<file path="config.mk">
export PLATFORM = sky130hd
export DESIGN_NAME = ah_ram
export DESIGN_NICKNAME = d
export VERILOG_FILES = /design/src/rtl/core/ah_ram.sv
export SDC_FILE = /design/constraint.sdc
export NUM_CORES = 1
export LEC_CHECK = 0
export BUFFER_PORTS_ARGS = -buffer_cell sky130_fd_sc_hd__clkbuf_2
export CAP_MARGIN = 20
export CORE_MARGIN = 2
export CORE_UTILIZATION = 40
export CTS_CLUSTER_SIZE = 8
export DETAILED_ROUTE_END_ITERATION = 8
export PLACE_DENSITY = 0.6
export SYNTH_ARGS = -nofsm -noshare
export SYNTH_HDL_FRONTEND = slang
export SYNTH_SLANG_ARGS = --single-unit
</file>
<file path="constraint.sdc">
create_clock -name clk -period 2.1 [get_ports clk]
set_clock_uncertainty 0.15 [all_clocks]
set_input_delay 0.42 -clock clk [delete_from_list [all_inputs] [get_ports clk]]
set_output_delay 0.42 -clock clk [all_outputs]
set_load 0.01 [all_outputs]
</file>
<file path="src/rtl/core/ah_ram.sv">
// ----------------------------------------------------------------------------
// ah_ram
// generic single-write, single-read memory with registered read data
// ----------------------------------------------------------------------------
`default_nettype none

module ah_ram #(
  parameter int WIDTH = 8,
  parameter int DEPTH = 16
) (
  input  logic                             clk,
  input  logic                             we,
  input  logic [((DEPTH > 1) ? $clog2(DEPTH) : 1)-1:0] waddr,
  input  logic [WIDTH-1:0]                 wdata,
  input  logic                             re,
  input  logic [((DEPTH > 1) ? $clog2(DEPTH) : 1)-1:0] raddr,
  output logic [WIDTH-1:0]                 rdata
);

  logic [WIDTH-1:0] mem [DEPTH];

  always_ff @(posedge clk) begin
    if (we) begin
      mem[waddr] <= wdata;
    end
    if (re) begin
      rdata <= mem[raddr];
    end
  end

endmodule

`default_nettype wire

</file>
==> flow_metrics.tcl <==
set metrics [dict create \
    ant_nets 0 \
    cts_made_buffers 17 \
    dp_cells 447 \
    core_area_mm2 0.01267 \
    critPathMaxStageDelay_ps 530 \
    end_kind "flip-flop" \
    grt_pass1_vias 2556 \
    period_minus_slack_ps 1756 \
    ys_warn_count 0 \
    critPathRequiredTime_ps 2100 \
    fin_nets 313 \
    drt-initial-drc-count 204 \
    cp_max_fo 18 \
    synthMuxAreaShare_pct 14.79 \
    synth_compound_area_share_pct 2.298 \
    cp.arrival_ps 1760 \
    io_buffers 26 \
    avgSynthCellArea_um2 22.83 \
    hp-start "wdata[1]" \
    clock_path_buffers 2 \
    setup_ws_ps 343.7 \
    r2r_end "rdata[0]" \
    post_cts_buffers 0 \
    num_antenna_cells 0 \
    drive_above_1_share_pct 34.85 \
    yosysSeqAreaShare_pct 78.12 \
    cts_root_buffer "clkbuf_16" \
    grt_start_max_net_pins 19 \
    synth-xor-area-share_pct 0 \
    powerDensity_mw_per_mm2 1013 \
    hold_buffers 0 \
    die_area_mm2 0.01400 \
    slew-limit-headroom_pct 39.50 \
    cts_resized 0 \
    worst-setup-path-type "input port to flip-flop" \
    synth-simple-area-share_pct 3.135 \
    critPathMostFrequentCell "buf_12" \
    synth_cells 229 \
    rows 41 \
    cap_viol_max_count 0 \
    cpMaxStageDelayCell "mux4_1" \
    vias 2486 \
    post_drt_wl_per_cell_um 21.36 \
    status "finished, final reports clean" \
    io_pins 27 \
    finalCritPeriodShare_pct 83.63 \
    whs_endpoint "mem[10][1]" \
    drt_first_pass_iters 4 \
    die_y_um 118.3 \
    gp_congestion 0.7143 \
    worstSetupStartpointType "input port" \
    worst_pin_slew_ps 904.2 \
    rsz0062_at_grt "no" \
    hold_depth 1 \
    irDropWorstVdd_mv 0.4715 \
    worstReg2RegStart "mem[1][0]" \
    die_x_um 118.3 \
    fmax_mhz 569.4 \
    synth_seq_cells 136 \
    clkTransAtPathRegs_ps 60 \
    drc 0 \
    slew_violations 0 \
    synth_nets 248 \
    crit_buf_inv 3 \
    fin_tns_setup_ps 0 \
    regToRegSetupSlack_ps 480 \
    critPathTopFamily "multiplexers" \
    instances_no_fill 479 \
    vias_per_cell 5.190 \
    dp_slack_ps -92.49 \
    cts.sinks 136 \
    antenna_found_initial 0 \
    synth_area_mm2 0.005228 \
    globalRouteTotalUtil_pct 15.75 \
    syn2layout_area_growth_pct 22.21 \
    overflow 0 \
    synth_top_family_by_area "multiplexers" \
    ys_types 18 \
    drt_wl_total_um 10230 \
    power_mw 6.472 \
    crit_chain "clkbuf_2 > buf_12 > buf_12 > mux4_1 > a22oi_1 > nand2_1" \
    initial_core_util_pct 41.26 \
    hold_violations 0 \
    synth_adder_area_share_pct 0 \
    finalSetupViolations 0 \
    dp_hpwl_um 6663 \
    htree_levels 4 \
    hp-class "input port to flip-flop" \
    cts_tree "yes" \
    worst-r2r-cell-count 3 \
    leakage_nw 2.189 \
    grt_first_pass_wirelength_um 15610 \
    clk_latency_ps 410 \
]
==> final cells by class <==
cell class,count,area [µm²]
Timing Repair Buffer,56,405.4
Clock buffer,17,425.4
Tap cell,172,215.2
Fill cell,1011,6282
Multi-Input combinational cell,83,1057
Clock inverter,15,201.4
Sequential cell,136,4084
==> worst reg2reg max path: stages (launching register included) <==
cell and delay (ps):
edfxtp_1 340, mux4_1 520, a22oi_1 250, nand2_1 100
==> registers in the layout, indices dropped and copies added, names as in the netlist <==
name,flops
mem,128
rdata,8
==> metrics by stage <==
stage	area (µm²)	utilization (%)	hold slack, ps
4_1_cts	6389	50.42	273.9
2_1_floorplan	5228	-	368.9
5_1_grt	6389	50.42	290.5
3_3_place_gp	5762	45.47	584.0
6_report	6389	50.42	270.0
3_5_place_dp	5762	45.47	594.3
==> worst max path at each step <==
stage,endpoint,from,depth (start not counted)
finish,rdata[3],raddr[0],6
global route,rdata[3],raddr[0],6
CTS,rdata[3],raddr[0],6
detailed placement,rdata[3],raddr[0],6
global placement,rdata[3],raddr[0],6
floorplan,mem[0][0],waddr[2],2
==> placed cells by master, fill, tap and decap left out, types with 4 or more instances in the layout <==
master / n
edfxtp_1: 136
clkbuf_2: 26
buf_4: 26
mux4_2: 18
clkbuf_16: 17
a22oi_1: 16
mux4_1: 14
nor2_1: 13
nand2_1: 9
nor3_1: 4
bufinv_16: 4
buf_12: 4
==> per-layer routing <==
layer	GRT usage, %	share of wire (%)	vias up
met4	5.572	1.3	0
met5	0	0	-
met1	22.00	45	1287
met3	4.778	5.6	10
li1	-	-	1112
met2	23.52	48	77
==> cells by family after synthesis <==
logic type	after synthesis
flip-flops	136
AO/OA/AOI/OAI	16
AND/OR/NAND/NOR	35
buffers and inverters	10
multiplexers	32
==> synthesized netlist by cell type <==
cell type        count  area share (%)
nor2b_1              1            0.12
nand3b_1             2            0.29
and2_1               1            0.12
mux4_1              14             7.0
nand2b_1             2            0.24
and2b_1              1            0.14
nor3_1               4            0.38
buf_2                3            0.29
or3b_2               1            0.17
nand2_1              9            0.65
nor2_1              13            0.93
nand3_1              1           0.096
edfxtp_1           136              78
mux4_2              18             7.8
a22oi_1             16             2.3
clkdlybuf4s25_2      3            0.57
buf_6                3            0.65
buf_4                1            0.14
==> where the power goes <==
| part | internal (mW) | switching [mW] |
|---|---|---|
| combinational | 0.134 | 0.164 |
| sequential | 3.06 | 0.0166 |
| clock | 1.99 | 1.11 |
(Power assumes the default switching activity.)
