--- src/rtl/core/ah_pkg.sv ---
// ----------------------------------------------------------------------------
// ah_pkg
// types, field widths, command and register codes of the acceleration histogram
// ----------------------------------------------------------------------------
`default_nettype none

package ah_pkg;

  localparam int BINS_DEFAULT        = 256;
  localparam int COUNT_WIDTH_DEFAULT = 24;

  localparam int BIN_WIDTH_W = 12;
  localparam int THRESHOLD_W = 15;
  localparam int SAMPLE_W    = 16;
  localparam int SELECT_W    = 8;
  localparam int OUT_COUNT_W = 24;
  localparam int CFG_INDEX_W = 1;
  localparam int CFG_DATA_W  = 16;

  localparam logic [BIN_WIDTH_W-1:0] BIN_WIDTH_RESET = 12'd25;
  localparam logic [THRESHOLD_W-1:0] THRESHOLD_RESET = 15'd4000;
  localparam logic [THRESHOLD_W-1:0] LOWER_MAX       = 15'h7fff;
  localparam logic [31:0]            OUT_COUNT_MAX   = 32'h00ff_ffff;

  localparam logic [CFG_INDEX_W-1:0] REG_BIN_WIDTH     = 1'b0;
  localparam logic [CFG_INDEX_W-1:0] REG_TOP_THRESHOLD = 1'b1;

  localparam logic [1:0] CMD_ADD   = 2'd0;
  localparam logic [1:0] CMD_READ  = 2'd1;
  localparam logic [1:0] CMD_CLEAR = 2'd2;

  // radix-16 restoring divider: 16-bit dividend, 12-bit divisor
  localparam int DIV_DVD_W  = 16;
  localparam int DIV_DSR_W  = BIN_WIDTH_W;
  localparam int DIV_STEPS  = 4;
  localparam int DIV_CYCLES = DIV_DVD_W / DIV_STEPS;

  typedef struct packed {
    logic [1:0]                 cmd;
    logic signed [SAMPLE_W-1:0] sample_mg;
    logic                       sample_valid;
    logic [SELECT_W-1:0]        bin_select;
  } req_t;

  typedef struct packed {
    logic [OUT_COUNT_W-1:0] bin_count;
    logic [THRESHOLD_W-1:0] lower_bound;
    logic                   overflow_bin;
    logic [OUT_COUNT_W-1:0] valid_total;
  } rsp_t;

  function automatic logic [OUT_COUNT_W-1:0] cap_out(input logic [31:0] v);
    return (v > OUT_COUNT_MAX) ? OUT_COUNT_MAX[OUT_COUNT_W-1:0] : v[OUT_COUNT_W-1:0];
  endfunction

endpackage

`default_nettype wire

--- src/rtl/core/ah_divider.sv ---
// ----------------------------------------------------------------------------
// ah_divider
// unsigned restoring divider, four quotient bits per cycle, done pulse at end
// ----------------------------------------------------------------------------
`default_nettype none

module ah_divider
  import ah_pkg::*;
(
  input  logic                 clk,
  input  logic                 rst,
  input  logic                 start,
  input  logic [DIV_DVD_W-1:0] dividend,
  input  logic [DIV_DSR_W-1:0] divisor,
  output logic                 done,
  output logic [DIV_DVD_W-1:0] quotient
);

  localparam int CNT_W = (DIV_CYCLES > 1) ? $clog2(DIV_CYCLES) : 1;
  localparam logic [CNT_W-1:0] CNT_LAST = CNT_W'(DIV_CYCLES - 1);

  logic                 busy;
  logic [CNT_W-1:0]     cnt;
  logic [DIV_DVD_W-1:0] dvd;
  logic [DIV_DSR_W-1:0] rem;
  logic [DIV_DSR_W-1:0] dsr;

  logic [DIV_DVD_W-1:0] dvd_next;
  logic [DIV_DSR_W-1:0] rem_next;
  logic [DIV_DVD_W-1:0] quotient_next;

  always_comb begin
    logic [DIV_DSR_W:0]   r;
    logic [DIV_DVD_W-1:0] d;
    logic [DIV_DVD_W-1:0] q;
    r = {1'b0, rem};
    d = dvd;
    q = quotient;
    for (int i = 0; i < DIV_STEPS; i++) begin
      r = {r[DIV_DSR_W-1:0], d[DIV_DVD_W-1]};
      d = {d[DIV_DVD_W-2:0], 1'b0};
      if (r >= {1'b0, dsr}) begin
        r = r - {1'b0, dsr};
        q = {q[DIV_DVD_W-2:0], 1'b1};
      end else begin
        q = {q[DIV_DVD_W-2:0], 1'b0};
      end
    end
    dvd_next      = d;
    rem_next      = r[DIV_DSR_W-1:0];
    quotient_next = q;
  end

  always_ff @(posedge clk) begin
    if (rst) begin
      busy <= 1'b0;
      done <= 1'b0;
      cnt  <= '0;
    end else begin
      done <= 1'b0;
      if (start) begin
        busy <= 1'b1;
        cnt  <= '0;
        dvd  <= dividend;
        rem  <= '0;
        dsr  <= divisor;
      end else if (busy) begin
        dvd      <= dvd_next;
        rem      <= rem_next;
        quotient <= quotient_next;
        cnt      <= cnt + CNT_W'(1);
        if (cnt == CNT_LAST) begin
          busy <= 1'b0;
          done <= 1'b1;
        end
      end
    end
  end

endmodule

`default_nettype wire

--- config.mk ---
export PLATFORM = sky130hd
export DESIGN_NAME = ah_divider
export DESIGN_NICKNAME = d
export VERILOG_FILES = /design/src/rtl/core/ah_pkg.sv /design/src/rtl/core/ah_divider.sv
export SDC_FILE = /design/constraint.sdc
export NUM_CORES = 1
export LEC_CHECK = 0
export ABC_AREA = 0
export BUFFER_PORTS_ARGS = -buffer_cell sky130_fd_sc_hd__buf_2
export CAP_MARGIN = 20
export CORE_AREA = 2 2 133 135
export CTS_BUF_LIST = sky130_fd_sc_hd__clkbuf_4
export DETAILED_ROUTE_END_ITERATION = 10
export DIE_AREA = 0 0 135 137
export MAX_ROUTING_LAYER = met4
export PLACE_DENSITY = 0.54
export SLEW_MARGIN = 20
export SYNTH_ARGS = -nofsm -noshare
export SYNTH_HDL_FRONTEND = slang
export SYNTH_SLANG_ARGS = --single-unit
--- constraint.sdc ---
create_clock -name clk -period 9.27 [get_ports clk]
set_input_delay 2.3175 -clock clk [delete_from_list [all_inputs] [get_ports clk]]
set_output_delay 2.3175 -clock clk [all_outputs]
set_load 0.02 [all_outputs]
==> metrics.md <==
| Metric | Value |
|---|---|
| # diodes | `0` |
| CTS root buffer | `clkbuf_4` |
| Die H | `137 um` |
| Synth Area in XOR/XNOR | `0.0537` |
| Ys Warns | `0` |
| Global route total overflow | `0` |
| WP data required | `around 9500 ps` |
| Synth top area share | `0.332` |
| Seq/Total Area, Yosys | `0.348` |
| Initial core utilization | `0.297` |
| Hold crit path type | `flop to flop` |
| CP peak stage delay | `around 450 ps` |
| Die area | `~0.018 mm^2` |
| Critical path's slowest cell | `edfxtp_1` |
| Worst slew pin tran | `918 ps` |
| Max Clk Rate | `112 MHz` |
| Final Hold Viols | `0` |
| First-pass GRT wire length | `between 20000 and 25000 um` |
| Synth Net Count | `594` |
| Final HPWL from detailed placement | `~11000 um` |
| Vias in the first global route | `between 4k and 5k` |
| IO buf count | `47` |
| Family with the most delay on the worst path | `compound AO/OA/AOI/OAI gates` |
| Critical Path End Type | `flop` |
| Vias | `4244` |
| Cell row count | `48` |
| Fraction of layout cells with a size suffix above 1 | `0.287` |
| RR Endpoint | `rem[0]` |
| Fin nets | `between 600 and 700` |
| Final Util | `0.346` |
| Leading cell type in the layout, fill and taps excluded | `edfxtp_1` |
| Boundary Pins | `48` |
| Vias per cell | `5.22` |
| Ranking of synthesized cells by area | `edfxtp_1, ha_1, mux2_2, xnor2_1, a21oi_1` |
| Initial antenna violation count | `0` |
| Post-Syn Area per Cell | `a little under 10 um^2` |
| # DRC | `0` |
| CTS tree | `built` |
| Largest family of logic cells by synthesized area | `compound AO/OA/AOI/OAI gates` |
| Routed Antenna Nets | `0` |
| Most frequent cells in the layout | `edfxtp_1, buf_2, ha_1` |
| Synth Area in Compound Gates | `0.179` |
| H-tree levels | `3` |
| Relative slew slack | `0.388` |
| Post-synthesis mux area share | `0.0851` |
| CTS Buf Count | `9` |
| Worst reg2reg startpoint | `rem[9]` |
| Setup crit start | `rem[9]` |
| Cells after Synth | `just over 500` |
| Largest net degree at the start of global routing | `34` |
| Gr usage total | `0.159` |
| Critical Path Start Type | `flop` |
| WP depth | `35` |
| Status | `complete, no violations` |
| Cts hold-fix bufs | `0` |
| Worst-path clk slew | `between 100 and 150 ps` |
| RePlAce Congestion | `0.975` |
| Count of pins over their slew limit | `0` |
| Top_reg_cell synth | `edfxtp_1` |
| Skew final | `~26 ps` |
| Area growth syn-to-layout | `16.8%` |
| First-pass DRT Iterations | `6` |
| Clk_lat worst skew | `roughly 420 ps` |
| Setup slack, reg-to-reg | `370 ps` |
| Synth Area in Adders | `0.137` |
| Worst Reg2Reg Path Length in Cells | `35` |
| WS Path Type | `flop to flop` |
| Fin crit share | `0.960` |
| Worst setup path end | `rem[0]` |
| Post-synthesis simple-gate area fraction | `0.140` |
| Post-Route WL | `about 14000 um` |
| Max-cap viol count | `0` |
| Critical Path AT | `between 9000 and 10000 ps` |
| Synth Cell Area | `~0.005 mm^2` |
| Clk sinks | `60` |
| Post-synthesis async set-or-reset flop share | `0` |
| DRT iter0 DRCs | `360` |
| Die X-Extent | `between 100 and 150 um` |
| Crit path max fanout | `11` |
| Crit path buf inv count | `3` |
| Clk buf depth | `2` |
| #FFs+latches synth | `60` |
| Crit path time final | `~8900 ps` |
| Cell taking the most area after synthesis | `edfxtp_1` |
| Setup violators final | `0` |
| Core Area | `about 0.017 mm^2` |
| Yosys cell types | `63` |
| Post-synth EDFFs | `56` |
| Avg WL per Cell | `approximately 17 um` |
## Yosys cell counts, types with 3 or more instances
master and count:
a211oi_1 8, a21boi_0 3, a21o_1 9, a21oi_1 36, and2_1 6, and3_1 4
buf_4 12, clkbuf_1 9, dfxtp_1 4, edfxtp_1 56, fa_1 4, ha_1 49
inv_1 35, mux2_2 24, mux2_4 6, mux2i_1 7, nand2_1 29, nand2b_1 6
nand3_1 16, nand4_1 8, nor2_1 27, nor2b_1 9, nor3_1 16, nor3b_1 3
o2111ai_1 4, o211ai_1 6, o21a_1 7, o21ai_0 27, o21bai_1 3, o31ai_1 3
or2_2 3, or4_1 3, xnor2_1 24, xor2_1 7
## sequential cells by signal, indices dropped and copies added (netlist names)
name and flops:
dvd 16, quotient 16, dsr 12, rem 12, cnt 2, busy 1
done 1
## layer usage
layer,routed length (um),vias to the layer above,GRT usage
li1,-,2042,-
met3,888,35,0.0289
met5,0,-,-
met4,576,0,0.0637
met2,6680,153,0.263
met1,5830,2014,0.192
## final cells by class
type	count	area, um^2
fillers	1773	11100
multi-input cells	390	3080
flip-flops and latches	60	1760
repair buffers	86	533
well taps	225	282
inverters	36	135
clock buffers	9	67.6
clock inverters	7	50.0
## repair_timing
action                                  CTS  global route
endpoints found under the setup margin    0            13
buffers inserted                          0             9
resized for setup                         0            24
hold endpoints to repair                  0             0
## through the flow
stage	hold WS (ps)	area, um^2	setup TNS, ps	setup slack (ps)	instances
floorplan	428	5060	0	254	510
global placement	425	5640	0	299	786
detailed placement	431	5640	0	264	786
CTS	440	5760	0	204	802
global route	453	5910	-63.5	-43.0	813
finish	440	5910	0	375	813
## worst min path at each step
stage	cells past startpoint	start	to
6_report	0	quotient[10]	quotient[14]
5_1_grt	0	quotient[8]	quotient[12]
4_1_cts	0	quotient[10]	quotient[14]
3_5_place_dp	0	quotient[3]	quotient[7]
3_3_place_gp	0	quotient[9]	quotient[13]
2_1_floorplan	0	quotient[6]	quotient[10]
## kinds of logic (layout without fill, tap and decap cells)
family | Yosys count | after routing
simple gates | 138 | 138
flops | 60 | 60
buf+inv | 60 | 138
fa+ha+maj | 53 | 53
mux | 37 | 37
xor+xnor | 31 | 31
compound gates | 131 | 131
Power is left out: the tool's default activity adds up to more than one toggle a clock period on the data nets, which glitch-free logic cannot reach.
